[config.mk]
export PLATFORM = sky130hd
export DESIGN_NAME = hsv_color_blob_tracker
export DESIGN_NICKNAME = d
export VERILOG_FILES = /design/src/rtl/core/hsvt_pkg.sv /design/src/rtl/core/hsvt_div.sv /design/src/rtl/core/hsvt_front.sv /design/src/rtl/core/hsvt_queue.sv /design/src/rtl/core/hsvt_back.sv /design/src/rtl/core/hsv_color_blob_tracker.sv
export SDC_FILE = /design/constraint.sdc
export NUM_CORES = 2
export LEC_CHECK = 0
export ABC_CLOCK_PERIOD_IN_PS = 15600
export BUFFER_PORTS_ARGS = -buffer_cell sky130_fd_sc_hd__clkbuf_2
export CAP_MARGIN = 0
export CORE_MARGIN = 5
export CORE_UTILIZATION = 55
export CTS_CLUSTER_DIAMETER = 80
export CTS_CLUSTER_SIZE = 14
export DETAILED_ROUTE_END_ITERATION = 12
export GPL_ROUTABILITY_DRIVEN = 0
export MAX_ROUTING_LAYER = met4
export PLACE_DENSITY = 0.71
export SETUP_SLACK_MARGIN = 0.2
export SKIP_CTS_REPAIR_TIMING = 1
export SLEW_MARGIN = 20
export SYNTH_ARGS = -nofsm -noshare
export SYNTH_HDL_FRONTEND = slang
export SYNTH_SLANG_ARGS = --single-unit
export TNS_END_PERCENT = 1
[constraint.sdc]
create_clock -name clk -period 15.6 [get_ports clk]
set_input_delay 0 -clock clk [delete_from_list [all_inputs] [get_ports clk]]
set_output_delay 0 -clock clk [all_outputs]
set_load 0.02 [all_outputs]
[src/rtl/core/hsvt_pkg.sv]
// Shared types and constants of the HSV color blob tracker.
// Used by every module under rtl/core but hsvt_div; depends on nothing.
`timescale 1ns / 1ps

package hsvt_pkg;

    localparam int unsigned CountW    = 25;
    localparam int unsigned SumW      = 37;
    localparam int unsigned ColW      = 12;
    localparam int unsigned WidthW    = 13;
    localparam int unsigned FovW      = 16;
    localparam int unsigned YawW      = 16;
    localparam int unsigned CfgIndexW = 8;
    localparam int unsigned CfgDataW  = 25;
    localparam int unsigned QueueD    = 4;

    localparam logic [CountW-1:0] MaxPixels = 25'd16777216;
    localparam logic [7:0]        HueWrap   = 8'd180;

    // Register indexes of the configuration port.
    localparam logic [CfgIndexW-1:0] RegHueLow    = 8'd0;
    localparam logic [CfgIndexW-1:0] RegHueHigh   = 8'd1;
    localparam logic [CfgIndexW-1:0] RegSatLow    = 8'd2;
    localparam logic [CfgIndexW-1:0] RegValLow    = 8'd3;
    localparam logic [CfgIndexW-1:0] RegMinArea   = 8'd4;
    localparam logic [CfgIndexW-1:0] RegReachArea = 8'd5;
    localparam logic [CfgIndexW-1:0] RegFov       = 8'd6;
    localparam logic [CfgIndexW-1:0] RegWidth     = 8'd7;

    typedef struct packed {
        logic [7:0]        hue_low;
        logic [7:0]        hue_high;
        logic [7:0]        sat_low;
        logic [7:0]        val_low;
        logic [CountW-1:0] min_area;
        logic [CountW-1:0] reach_area;
        logic [FovW-1:0]   field_of_view;
        logic [WidthW-1:0] frame_width;
    } cfg_t;

    // One queue entry: the classified pixel and, on a frame end that reports, the totals.
    typedef struct packed {
        logic              in_range;
        logic              report;
        logic              reached;
        logic [CountW-1:0] area;
        logic [SumW-1:0]   column_sum;
    } item_t;

    typedef enum logic [1:0] {
        F_IDLE,
        F_START,
        F_DIV,
        F_PUSH
    } front_state_t;

    typedef enum logic [2:0] {
        B_IDLE,
        B_CHK,
        B_WCX,
        B_MUL,
        B_SY,
        B_WY,
        B_OUT
    } back_state_t;

endpackage

[src/rtl/core/hsvt_div.sv]
// Restoring divider, one quotient bit per cycle.
// Generic; used by the front and back parts of the tracker.
`timescale 1ns / 1ps

module hsvt_div #(
    parameter int unsigned NW = 16,
    parameter int unsigned DW = 8
) (
    input  logic          clk,
    input  logic          rst_n,
    input  logic          start,
    input  logic [NW-1:0] dividend,
    input  logic [DW-1:0] divisor,
    output logic          busy,
    output logic [NW-1:0] quotient
);

    localparam int unsigned CntW = $clog2(NW + 1);

    logic [CntW-1:0] cnt_reg;
    logic            busy_reg;
    logic [NW-1:0]   quo_reg;
    logic [DW-1:0]   rem_reg;
    logic [DW-1:0]   div_reg;
    logic [DW:0]     shifted;
    logic            fits;
    logic [DW:0]     diff;

    assign shifted = {rem_reg, quo_reg[NW-1]};
    assign fits    = shifted >= {1'b0, div_reg};
    assign diff    = shifted - {1'b0, div_reg};

    always_ff @(posedge clk or negedge rst_n)
    begin
        if (!rst_n)
        begin
            cnt_reg  <= '0;
            busy_reg <= 1'b0;
        end
        else if (start)
        begin
            cnt_reg  <= CntW'(NW);
            busy_reg <= 1'b1;
        end
        else if (busy_reg)
        begin
            cnt_reg  <= cnt_reg - 1'b1;
            busy_reg <= (cnt_reg != CntW'(1));
        end
    end

    always_ff @(posedge clk)
    begin
        if (start)
        begin
            quo_reg <= dividend;
            rem_reg <= '0;
            div_reg <= divisor;
        end
        else if (busy_reg)
        begin
            quo_reg <= {quo_reg[NW-2:0], fits};
            rem_reg <= fits ? diff[DW-1:0] : shifted[DW-1:0];
        end
    end

    assign busy     = busy_reg;
    assign quotient = quo_reg;

endmodule

[src/rtl/core/hsvt_front.sv]
// Front part: accepts pixels, converts them to HSV, classifies them and
// keeps the frame totals. Depends on hsvt_pkg and hsvt_div.
`timescale 1ns / 1ps

module hsvt_front (
    input  logic                        clk,
    input  logic                        rst_n,
    input  hsvt_pkg::cfg_t              cfg,
    input  logic                        s_tvalid,
    output logic                        s_tready,
    input  logic [39:0]                 s_tdata,
    input  logic                        s_tlast,
    output logic                        push,
    output hsvt_pkg::item_t             push_item,
    input  logic                        queue_full,
    output logic                        done
);

    hsvt_pkg::front_state_t state_reg, state_next;

    logic [7:0]                   b_reg, g_reg, r_reg;
    logic [hsvt_pkg::ColW-1:0]    col_reg;
    logic                         last_reg;
    logic                         done_reg;
    logic [hsvt_pkg::CountW-1:0]  cnt_reg;
    logic [hsvt_pkg::SumW-1:0]    sum_reg;

    logic [7:0]  mx, mn, d;
    logic [15:0] n;
    logic        div_start;
    logic        sat_busy, hue_busy;
    logic [15:0] sat_q;
    logic [16:0] hue_q;
    logic [7:0]  sat, hue;
    logic        hit, take;
    logic [hsvt_pkg::CountW-1:0] cnt_new;
    logic [hsvt_pkg::SumW-1:0]   sum_new;
    logic        report, reached;
    logic        accept;

    assign accept = s_tvalid && s_tready;

    always_comb
    begin
        mx = r_reg;
        mn = r_reg;
        if (g_reg > mx) mx = g_reg;
        if (b_reg > mx) mx = b_reg;
        if (g_reg < mn) mn = g_reg;
        if (b_reg < mn) mn = b_reg;
        d = mx - mn;
        if (mx == r_reg)
            n = (g_reg >= b_reg) ? 16'(30 * (g_reg - b_reg))
                                 : 16'(180 * d - 30 * (b_reg - g_reg));
        else if (mx == g_reg)
            n = (b_reg >= r_reg) ? 16'(60 * d + 30 * (b_reg - r_reg))
                                 : 16'(60 * d - 30 * (r_reg - b_reg));
        else
            n = (r_reg >= g_reg) ? 16'(120 * d + 30 * (r_reg - g_reg))
                                 : 16'(120 * d - 30 * (g_reg - r_reg));
    end

    hsvt_div #(.NW(16), .DW(8)) u_sat_div (
        .clk      (clk),
        .rst_n    (rst_n),
        .start    (div_start),
        .dividend (16'(255 * d) + {9'd0, mx[7:1]}),
        .divisor  (mx),
        .busy     (sat_busy),
        .quotient (sat_q)
    );

    hsvt_div #(.NW(17), .DW(9)) u_hue_div (
        .clk      (clk),
        .rst_n    (rst_n),
        .start    (div_start),
        .dividend ({n, 1'b0} + {9'd0, d}),
        .divisor  ({d, 1'b0}),
        .busy     (hue_busy),
        .quotient (hue_q)
    );

    always_comb
    begin
        sat = (mx == 8'd0) ? 8'd0 : sat_q[7:0];
        if (d == 8'd0)
            hue = 8'd0;
        else if (hue_q[7:0] >= hsvt_pkg::HueWrap)
            hue = hue_q[7:0] - hsvt_pkg::HueWrap;
        else
            hue = hue_q[7:0];
        hit = (hue >= cfg.hue_low) && (hue <= cfg.hue_high) &&
              (sat >= cfg.sat_low) && (mx >= cfg.val_low);
        take    = hit && (cnt_reg < hsvt_pkg::MaxPixels);
        cnt_new = take ? cnt_reg + 1'b1 : cnt_reg;
        sum_new = take ? sum_reg + {25'd0, col_reg} : sum_reg;
        report  = last_reg && (cnt_new > cfg.min_area);
        reached = report && (cnt_new > cfg.reach_area);
    end

    always_comb
    begin
        state_next = state_reg;
        case (state_reg)
            hsvt_pkg::F_IDLE:
                if (accept && !done_reg) state_next = hsvt_pkg::F_START;
            hsvt_pkg::F_START:
                state_next = hsvt_pkg::F_DIV;
            hsvt_pkg::F_DIV:
                if (!sat_busy && !hue_busy) state_next = hsvt_pkg::F_PUSH;
            hsvt_pkg::F_PUSH:
                if (!queue_full) state_next = hsvt_pkg::F_IDLE;
            default:
                state_next = hsvt_pkg::F_IDLE;
        endcase
    end

    always_comb
    begin
        s_tready  = (state_reg == hsvt_pkg::F_IDLE);
        div_start = (state_reg == hsvt_pkg::F_START);
        push      = (state_reg == hsvt_pkg::F_PUSH) && !queue_full;
        push_item.in_range   = hit;
        push_item.report     = report;
        push_item.reached    = reached;
        push_item.area       = report ? cnt_new : '0;
        push_item.column_sum = report ? sum_new : '0;
    end

    always_ff @(posedge clk or negedge rst_n)
    begin
        if (!rst_n)
        begin
            state_reg <= hsvt_pkg::F_IDLE;
            done_reg  <= 1'b0;
            cnt_reg   <= '0;
            sum_reg   <= '0;
        end
        else
        begin
            state_reg <= state_next;
            if (push)
            begin
                if (reached) done_reg <= 1'b1;
                cnt_reg <= last_reg ? '0 : cnt_new;
                sum_reg <= last_reg ? '0 : sum_new;
            end
        end
    end

    always_ff @(posedge clk)
    begin
        if (accept)
        begin
            b_reg    <= s_tdata[7:0];
            g_reg    <= s_tdata[15:8];
            r_reg    <= s_tdata[23:16];
            col_reg  <= s_tdata[35:24];
            last_reg <= s_tlast;
        end
    end

    assign done = done_reg;

    // Once latched, the tracker stays latched until reset.
    a_done_sticky: assert property (@(posedge clk) disable iff (!rst_n)
        done_reg |=> done_reg) else $error("done latch cleared");

    // A latched tracker starts no further pixel.
    a_no_work_latched: assert property (@(posedge clk) disable iff (!rst_n)
        (done_reg && state_reg == hsvt_pkg::F_IDLE) |=> state_reg == hsvt_pkg::F_IDLE)
        else $error("pixel processed after latch");

endmodule

[src/rtl/core/hsvt_queue.sv]
// Short queue of classified pixels between front and back parts.
// Depends on hsvt_pkg.
`timescale 1ns / 1ps

module hsvt_queue (
    input  logic            clk,
    input  logic            rst_n,
    input  logic            push,
    input  hsvt_pkg::item_t push_item,
    input  logic            pop,
    output hsvt_pkg::item_t pop_item,
    output logic            full,
    output logic            empty
);

    localparam int unsigned PtrW = $clog2(hsvt_pkg::QueueD);

    hsvt_pkg::item_t   mem_reg [hsvt_pkg::QueueD];
    logic [PtrW-1:0]   wr_reg, rd_reg;
    logic [PtrW:0]     cnt_reg;

    assign full     = (cnt_reg == (PtrW+1)'(hsvt_pkg::QueueD));
    assign empty    = (cnt_reg == '0);
    assign pop_item = mem_reg[rd_reg];

    always_ff @(posedge clk or negedge rst_n)
    begin
        if (!rst_n)
        begin
            wr_reg  <= '0;
            rd_reg  <= '0;
            cnt_reg <= '0;
        end
        else
        begin
            if (push) wr_reg <= wr_reg + 1'b1;
            if (pop)  rd_reg <= rd_reg + 1'b1;
            if (push && !pop)      cnt_reg <= cnt_reg + 1'b1;
            else if (pop && !push) cnt_reg <= cnt_reg - 1'b1;
        end
    end

    always_ff @(posedge clk)
    begin
        if (push) mem_reg[wr_reg] <= push_item;
    end

    a_fill_bound: assert property (@(posedge clk) disable iff (!rst_n)
        cnt_reg <= (PtrW+1)'(hsvt_pkg::QueueD)) else $error("queue overfilled");

endmodule

[src/rtl/core/hsvt_back.sv]
// Back part: turns frame totals into a yaw error and drives the result beat.
// Depends on hsvt_pkg and hsvt_div.
`timescale 1ns / 1ps

module hsvt_back (
    input  logic            clk,
    input  logic            rst_n,
    input  hsvt_pkg::cfg_t  cfg,
    input  logic            empty,
    input  hsvt_pkg::item_t pop_item,
    output logic            pop,
    output logic            m_tvalid,
    input  logic            m_tready,
    output logic [47:0]     m_tdata
);

    hsvt_pkg::back_state_t state_reg, state_next;

    hsvt_pkg::item_t             item_reg;
    logic [hsvt_pkg::ColW-1:0]   cx_reg;
    logic [29:0]                 mag_reg;
    logic                        neg_reg;
    logic                        out_valid_reg;
    logic [47:0]                 out_reg;

    logic [hsvt_pkg::WidthW-1:0] w_eff;
    logic [14:0]                 diff;
    logic [13:0]                 diff_mag;
    logic                        div_start, div_busy;
    logic [36:0]                 div_num, div_q;
    logic [24:0]                 div_den;
    logic signed [hsvt_pkg::YawW-1:0] yaw;
    logic                        load;

    assign w_eff    = (cfg.frame_width == '0) ? 13'd1 : cfg.frame_width;
    assign diff     = {2'b00, w_eff} - {2'b00, cx_reg, 1'b0};
    assign diff_mag = diff[14] ? 14'(-diff) : diff[13:0];

    always_comb
    begin
        if (state_reg == hsvt_pkg::B_CHK)
        begin
            div_num = item_reg.column_sum;
            div_den = item_reg.area;
        end
        else
        begin
            div_num = 37'(mag_reg) + 37'(w_eff);
            div_den = 25'({w_eff, 1'b0});
        end
    end

    hsvt_div #(.NW(37), .DW(25)) u_div (
        .clk      (clk),
        .rst_n    (rst_n),
        .start    (div_start),
        .dividend (div_num),
        .divisor  (div_den),
        .busy     (div_busy),
        .quotient (div_q)
    );

    always_comb
    begin
        if (!neg_reg)
            yaw = (div_q > 37'd32767) ? 16'sd32767 : $signed(div_q[15:0]);
        else
            yaw = (div_q > 37'd32768) ? -16'sd32768 : $signed(16'(-div_q[15:0]));
        if (!item_reg.report) yaw = '0;
    end

    always_comb
    begin
        state_next = state_reg;
        case (state_reg)
            hsvt_pkg::B_IDLE:
                if (!empty) state_next = hsvt_pkg::B_CHK;
            hsvt_pkg::B_CHK:
                state_next = item_reg.report ? hsvt_pkg::B_WCX : hsvt_pkg::B_OUT;
            hsvt_pkg::B_WCX:
                if (!div_busy) state_next = hsvt_pkg::B_MUL;
            hsvt_pkg::B_MUL:
                state_next = hsvt_pkg::B_SY;
            hsvt_pkg::B_SY:
                state_next = hsvt_pkg::B_WY;
            hsvt_pkg::B_WY:
                if (!div_busy) state_next = hsvt_pkg::B_OUT;
            hsvt_pkg::B_OUT:
                if (!out_valid_reg || m_tready) state_next = hsvt_pkg::B_IDLE;
            default:
                state_next = hsvt_pkg::B_IDLE;
        endcase
    end

    always_comb
    begin
        pop       = (state_reg == hsvt_pkg::B_IDLE) && !empty;
        div_start = ((state_reg == hsvt_pkg::B_CHK) && item_reg.report) ||
                    (state_reg == hsvt_pkg::B_SY);
        load      = (state_reg == hsvt_pkg::B_OUT) && (!out_valid_reg || m_tready);
    end

    always_ff @(posedge clk or negedge rst_n)
    begin
        if (!rst_n)
        begin
            state_reg     <= hsvt_pkg::B_IDLE;
            out_valid_reg <= 1'b0;
        end
        else
        begin
            state_reg <= state_next;
            if (load)          out_valid_reg <= 1'b1;
            else if (m_tready) out_valid_reg <= 1'b0;
        end
    end

    always_ff @(posedge clk)
    begin
        if (pop) item_reg <= pop_item;
        if (state_reg == hsvt_pkg::B_WCX && !div_busy) cx_reg <= div_q[11:0];
        if (state_reg == hsvt_pkg::B_MUL)
        begin
            mag_reg <= 30'(diff_mag) * 30'(cfg.field_of_view);
            neg_reg <= diff[14];
        end
        if (load)
            out_reg <= {4'd0, item_reg.reached, item_reg.area, yaw,
                        item_reg.report, item_reg.in_range};
    end

    assign m_tvalid = out_valid_reg;
    assign m_tdata  = out_reg;

    a_reached_needs_report: assert property (@(posedge clk) disable iff (!rst_n)
        out_valid_reg |-> !(out_reg[43] && !out_reg[1])) else $error("reach without report");

endmodule

[src/rtl/core/hsv_color_blob_tracker.sv]
// HSV color blob tracker, top level: configuration registers, front part,
// queue and back part. Depends on hsvt_pkg, hsvt_front, hsvt_queue, hsvt_back.
// In the front each pixel goes through two 16/17-step HSV dividers;
// a frame end adds two 37-step divisions and one multiply in the back.
// The front takes no new pixel until the last one has gone into the queue.
// Reset (rst_n, async, active low) loads defaults, clears totals, queue, latch.
`timescale 1ns / 1ps

module hsv_color_blob_tracker (
    input  logic        clk,
    input  logic        rst_n,
    // Pixel beats: tdata = blue[7:0], green[15:8], red[23:16], column[35:24],
    // zero fill [39:36]; tlast = frame_end.
    input  logic        s_tvalid,
    output logic        s_tready,
    input  logic [39:0] s_tdata,
    input  logic        s_tlast,
    // Result beats: tdata = in_range[0], report_valid[1], heading_err[17:2],
    // area[42:18], target_reached[43], zero fill [47:44].
    output logic        m_tvalid,
    input  logic        m_tready,
    output logic [47:0] m_tdata,
    // Configuration writes: cfg_index selects the register.
    input  logic        cfg_valid,
    output logic        cfg_ready,
    input  logic [hsvt_pkg::CfgIndexW-1:0] cfg_index,
    input  logic [hsvt_pkg::CfgDataW-1:0]  cfg_data
);

    hsvt_pkg::cfg_t  cfg_reg;
    hsvt_pkg::item_t push_item, pop_item;
    logic            push, pop, queue_full, queue_empty, done;

    // Writes are always taken; an index beyond the register list is dropped.
    assign cfg_ready = 1'b1;

    always_ff @(posedge clk or negedge rst_n)
    begin
        if (!rst_n)
        begin
            cfg_reg.hue_low       <= 8'd35;
            cfg_reg.hue_high      <= 8'd85;
            cfg_reg.sat_low       <= 8'd100;
            cfg_reg.val_low       <= 8'd100;
            cfg_reg.min_area      <= 25'd500;
            cfg_reg.reach_area    <= 25'd10000;
            cfg_reg.field_of_view <= 16'd34308;
            cfg_reg.frame_width   <= 13'd640;
        end
        else if (cfg_valid && cfg_ready)
        begin
            case (cfg_index)
                hsvt_pkg::RegHueLow:    cfg_reg.hue_low       <= cfg_data[7:0];
                hsvt_pkg::RegHueHigh:   cfg_reg.hue_high      <= cfg_data[7:0];
                hsvt_pkg::RegSatLow:    cfg_reg.sat_low       <= cfg_data[7:0];
                hsvt_pkg::RegValLow:    cfg_reg.val_low       <= cfg_data[7:0];
                hsvt_pkg::RegMinArea:   cfg_reg.min_area      <= cfg_data;
                hsvt_pkg::RegReachArea: cfg_reg.reach_area    <= cfg_data;
                hsvt_pkg::RegFov:       cfg_reg.field_of_view <= cfg_data[15:0];
                hsvt_pkg::RegWidth:     cfg_reg.frame_width   <= cfg_data[12:0];
                default:                cfg_reg               <= cfg_reg;
            endcase
        end
    end

    // The front classifies each pixel and keeps the running count and
    // column sum; on a frame end it also decides report and latch.
    hsvt_front u_front (
        .clk        (clk),
        .rst_n      (rst_n),
        .cfg        (cfg_reg),
        .s_tvalid   (s_tvalid),
        .s_tready   (s_tready),
        .s_tdata    (s_tdata),
        .s_tlast    (s_tlast),
        .push       (push),
        .push_item  (push_item),
        .queue_full (queue_full),
        .done       (done)
    );

    // The queue lets the front keep taking pixels while the back works
    // out a frame's yaw error.
    hsvt_queue u_queue (
        .clk       (clk),
        .rst_n     (rst_n),
        .push      (push),
        .push_item (push_item),
        .pop       (pop),
        .pop_item  (pop_item),
        .full      (queue_full),
        .empty     (queue_empty)
    );

    hsvt_back u_back (
        .clk      (clk),
        .rst_n    (rst_n),
        .cfg      (cfg_reg),
        .empty    (queue_empty),
        .pop_item (pop_item),
        .pop      (pop),
        .m_tvalid (m_tvalid),
        .m_tready (m_tready),
        .m_tdata  (m_tdata)
    );

    // A latched tracker produces no new queue entries.
    a_no_push_latched: assert property (@(posedge clk) disable iff (!rst_n)
        done |-> !push) else $error("queue entry after latch");

    // Only a reporting entry can carry the reached flag.
    a_push_reach: assert property (@(posedge clk) disable iff (!rst_n)
        (push && push_item.reached) |-> push_item.report)
        else $error("reached without report");

    // Queue never written while full or read while empty.
    a_queue_use: assert property (@(posedge clk) disable iff (!rst_n)
        !(push && queue_full) && !(pop && queue_empty))
        else $error("queue misuse");

endmodule

### After elaboration in Yosys (flattened, before gate mapping)

Memories as Yosys holds them, arrays and structs flattened. A register that Yosys moved wholly into a read port is not among the register bits.
Index checks and enable logic that the tools add are counted.
W data, S select, Z words.

| storage, ports and cells | value |
|---|---|
| bits in read-only memories | 0 |
| memories kept | 1 |
| register bits after elaboration | 483 |
| latch bits | 0 |
| logic and storage cells | 247 |
| output and inout port bits | 51 |
| bits in writable memories | 260 |
| bits of input ports | 79 |

| operators by class | value |
|---|---|
| bitwise logic cells | 0 |
| equal/unequal tests | 29 |
| shifts and indexed selects | 0 |
| add/subtract/negate cells | 31 |
| div/mod/pow operators | 0 |
| $lt $le $gt $ge | 20 |
| reduce and logical (&&, ||, !) cells | 50 |
| $mul | 11 |
| multiplexer cells | 62 |

Memory list:

| name | words | bits a word | rd ports | clocked after Yosys merged registers in | write ports | line | RTL |
|---|---|---|---|---|---|---|---|
| u_queue.mem_reg | 4 | 65 | 1 | 1 | 1 | hsvt_queue.sv:18 | `hsvt_pkg::item_t mem_reg [hsvt_pkg::QueueD];` |

Operators by type and width:

| operator | count |
|---|---|
| $mux W37 | 6 |
| $mul A4 B32 Y15 const A | 6 |
| $mux W16 | 10 |
| $mux W25 | 4 |
| $mux W8 | 8 |
| $sub A8 B8 Y9 | 6 |
| $gt A25 B25 Y1 | 2 |
| $ge A8 B8 Y1 | 6 |
| $add A37 B12 Y37 | 1 |
| $gt A37 B15 Y1 const B | 1 |
| $gt A37 B16 Y1 const B | 1 |
| $mux W17 | 2 |
| $eq A8 B3 Y1 const B | 4 |
| $add A30 B13 Y31 | 1 |
| $mul A14 B16 Y30 | 1 |
| $mux W14 | 2 |
| $ge A26 B25 Y1 | 1 |
| $add A25 B1 Y25 const B | 1 |
| $lt A25 B25 Y1 const B | 1 |
| $sub A25 B25 Y25 | 1 |
| $logic_not A8 Y1 | 3 |
| $mul A4 B8 Y12 const A | 2 |
| $mux W3 | 7 |
| $pmux W3 S7 | 1 |
| 55 further kinds | 125 |

### Depth between registers and ports, before layout

| depth | value |
|---|---|
| depth in word-level cells | 17 |
| mapped depth | 61 |
| gate-level depth less buffers | 54 |

### Modules after synthesis

From an unflattened synthesis, not the netlist that was laid out.

| unflattened totals | value |
|---|---|
| cell total of the unflattened synthesis | 5750 |
| area, all modules | 61736.7 µm² |

By module, submodules not included:

| module | times used | cells each | area an instance (µm²) | seq. area each (µm²) |
|---|---|---|---|---|
| hsvt_front | 1 | 2810 | 23222.3 | 2737.6 |
| hsvt_back | 1 | 1516 | 15220.8 | 4664.5 |
| hsvt_queue | 1 | 374 | 9808.2 | 7982.7 |
| hsvt_div at u_back.u_div | 1 | 451 | 5013.6 | 2537.4 |
| hsv_color_blob_tracker | 1 | 246 | 4227.8 | 2815.2 |
| hsvt_div at u_front.u_hue_div | 1 | 181 | 2174.6 | 1111.1 |
| hsvt_div at u_front.u_sat_div | 1 | 172 | 2069.5 | 1031.0 |

### Worst setup path before layout

Ideal clock, no wire load.

| path | value |
|---|---|
| kind | flip-flop to flip-flop |
| start | reg u_front.r_reg[3] |
| end | mem u_queue.mem_reg[0][50] (netlist name), data pin |
| setup time | 0.263 ns |
| period minus slack after synthesis | 11.864 ns |
| data required time | 15.337 ns |
| slack | 3.736 ns |
| data arrival time | 11.601 ns |
| buffers on the path | 7 |
| cell stages (with the launch flop) | 59 |
| path through | edfxtp_1 -> clkbuf_1 -> inv_1 -> ha_1 -> and3_4 -> o21ai_2 -> and4_4 -> buf_6 -> nor3_1 -> a21oi_2 -> ha_1 -> nand3_1 -> or3_4 -> and2_1 -> or3_1 -> buf_2 -> a211oi_1 -> or2_2 -> [... 23 more ...] -> nand2_1 -> nand2_1 -> ha_1 -> nor2b_1 -> o21a_1 -> o21a_1 -> o21a_1 -> o21a_1 -> o21a_1 -> o21a_1 -> o21ai_0 -> a21oi_1 -> o31ai_1 -> a21oi_1 -> o311ai_1 -> inv_1 -> clkbuf_1 -> and2_1 |

RTL lines:

| what | line | RTL |
|---|---|---|
| from (decl) | hsvt_front.sv:21 | `logic [7:0] b_reg, g_reg, r_reg;` |
| from (signal assigned) | hsvt_front.sv:157 | `r_reg <= s_tdata[23:16];` |
| to (decl) | hsvt_queue.sv:18 |  |

==> impl_metrics.ini <==
[clock_network]
root_buffer = clkbuf_16
tritoncts = built
clock_latency_ns = 0.65
cts.sinks = 808
htree_levels = 3
clk_pin_slew_worst_paths_ns = 0.07
cts_buffer_depth = 3
cts_buffers = 70

[yosys]
synthTopCellsByArea = edfxtp_1 28%, ha_1 11%, fa_1 11%, dfrtp_1 7.3%, inv_1 4.6%
synth_simple_gate_area_share_pct = 11.66
synth_cell_types = 109
synth_seq_area_share_pct = 37.63
yosysTopAreaCellShare_pct = 27.69
ys.flop_type = edfxtp_1
syn_inst = 5811
synth_compound_area_share_pct = 11.31
synth.most_common_cell = inv_1
avgSynthCellArea_um2 = 10.45
syn_area_um2 = 60720
ys_warn_count = 0
synth_edf_count = 560
synthTopCellsByCount = 737 x inv_1, 560 x edfxtp_1, 555 x ha_1, 481 x nand2_1, 325 x fa_1
synth_xor_area_share_pct = 5.279
synth_fa_ha_area_share_pct = 22.20
async_flop_share_pct = 25.50
synthMuxAreaShare_pct = 5.920
synth_area_leader_cell = edfxtp_1
synth_seq_cells = 808
synth_top_family_by_area = adder cells

[detailed_routing]
first_iter_violations = 3637
routed-via-count = 43261
drc = 0
ant_nets = 0
wl_per_cell_um = 20.16
vias_per_cell = 5.803
drt-total-wl_um = 150300
drt-pass1-iter-count = 6

[timing]
fin_crit_ns = 14.38
fmax_ghz = 0.06955
period_share_pct = 92.17
setup-tns-final_ns = 0
hold_violations = 0
finClkSkew_ns = 0.04669
rsz0062_at_grt = false
tightest_slew_ns = 1.118
maxSlewViolCount = 0
setup_viol = 0
slew_headroom_pct = 25.23
worst_slack_ns = 1.222

[global_route]
grt_pass1_wl_um = 237000
antenna_found_initial = 9
use_met2_pct = 41.07
grtUsageMet1_pct = 36.78
grt_max_degree = 86
grt_pass1_vias = 42148
grt_most_used_layer = met2
grt_usage_pct = 26.34
grtUsageMet3_pct = 3.232
overflow = 0

[place]
dp_cells = 7248
port_buffers = 120
dpl_cell_area_um2 = 62870
hpwlAfterDp_um = 112600
place_ws_ns = 1.249

[flow_run]
cap_viol_max_count = 0

[critical_path]
path_class = reg -> reg
cp-start-kind = register
slowest_stage = edfxtp_1
critPathCaptureType = register
crit_arrival_ns = 14.91
critical_path_required_ns = 16.13
crit_path_max_incr_delay_ns = 0.65
critical_path.max_fanout = 41

[layout]
area_delta_synth_final_pct = 8.343
multi_input_area_um2 = 34430
design_area_um2 = 65790
largest_reg_flops = 260
filler_cell_count = 9077
nets = 6871
stdcell_count = 7455
drive_above_1_share_pct = 9.447
seq_area_um2 = 22850

[floorplanning]
start_util_pct = 55.55
core_area_um2 = 109300
ios = 130
placementRows = 121
die_y_um = 342.3
die_w_um = 342.3
dieArea_um2 = 117100

[worst_hold_path]
hp-class = in -> reg

[run_status]
status = completed
==> layout make-up <==
type                       count  share of cell area (%)
timing repair buffer         238                   2.533
multi-input combinational   4055                   52.34
inverter                     739                   4.217
clock buffer                 117                   2.963
tap                         1476                   2.807
sequential                   808                   34.74
antenna                        9                 0.03423
clock inverter                13                  0.3671
==> final timing paths <==
kind	startpoint	end	slack, ns	cells past startpoint
hold reg to reg	u_back.item_reg[54]	u_back.m_tdata[35]	0.44	0
hold / removal	s_tdata[28]	u_front.col_reg[4]	0.08	2
max in group asynchronous	rst_n	cfg_reg[83]	12.95	5
min in group asynchronous	rst_n	cfg_reg[3]	0.47	3
setup reg to reg	u_front.r_reg[3]	u_front.done	1.22	51
setup / recovery	u_front.r_reg[3]	u_front.done	1.22	51
==> metrics by stage <==
| step | hold slack (ns) | util [%] |
|---|---|---|
| 3_3_place_gp | 0.04144 | 57.51 |
| 5_1_grt | 0.02901 | 60.18 |
| 6_report | 0.07803 | 60.19 |
| 2_1_floorplan | -0.2956 | - |
| 3_5_place_dp | 0.03799 | 57.52 |
| 4_1_cts | -0.6481 | 59.52 |
==> worst max-delay path: cells and delay by family, from the launching register on <==
kind / cells / cell delay, ns
simple gates: 12 / 3.87
flops: 1 / 0.65
xor+xnor: 2 / 0.80
fa+ha+maj: 8 / 2.60
compound gates: 25 / 5.30
buf+inv: 4 / 1.02
==> layout by cell type, fill, tap and decap left out, types with 65 or more instances in the layout <==
| master | Yosys | final |
|---|---|---|
| a21o_1 | 114 | 113 |
| a21oi_1 | 297 | 295 |
| and2_1 | 75 | 73 |
| clkbuf_16 | 0 | 71 |
| clkbuf_2 | 1 | 119 |
| dfrtp_1 | 176 | 174 |
| dlygate4sd3_1 | 0 | 68 |
| edfxtp_1 | 560 | 560 |
| fa_1 | 325 | 325 |
| ha_1 | 555 | 554 |
| inv_1 | 737 | 736 |
| mux2_2 | 121 | 121 |
| mux2i_1 | 73 | 72 |
| mux4_2 | 65 | 65 |
| nand2_1 | 481 | 480 |
| nand3_1 | 84 | 84 |
| nor2_1 | 309 | 308 |
| nor2b_1 | 92 | 92 |
| nor3_1 | 74 | 72 |
| o21ai_0 | 289 | 289 |
| o21bai_1 | 66 | 66 |
| xnor2_1 | 258 | 250 |
| xor2_1 | 108 | 107 |
==> cells by family after synthesis <==
| family | after synthesis |
|---|---|
| AO/OA/AOI/OAI | 1092 |
| XOR/XNOR | 366 |
| adder cells (fa/ha/maj) | 883 |
| buffers and inverters | 951 |
| flip-flops | 808 |
| multiplexers | 261 |
| other | 2 |
| AND/OR/NAND/NOR | 1448 |
==> layer usage <==
metal,up-vias,share of wire (%)
met1,21265,44
met5,-,0
met3,264,6.5
met2,1406,46
met4,0,3.4
li1,20326,-
Power is not shown: default switching activity piles up to over one toggle a cycle in this logic, so the estimate is an artifact.
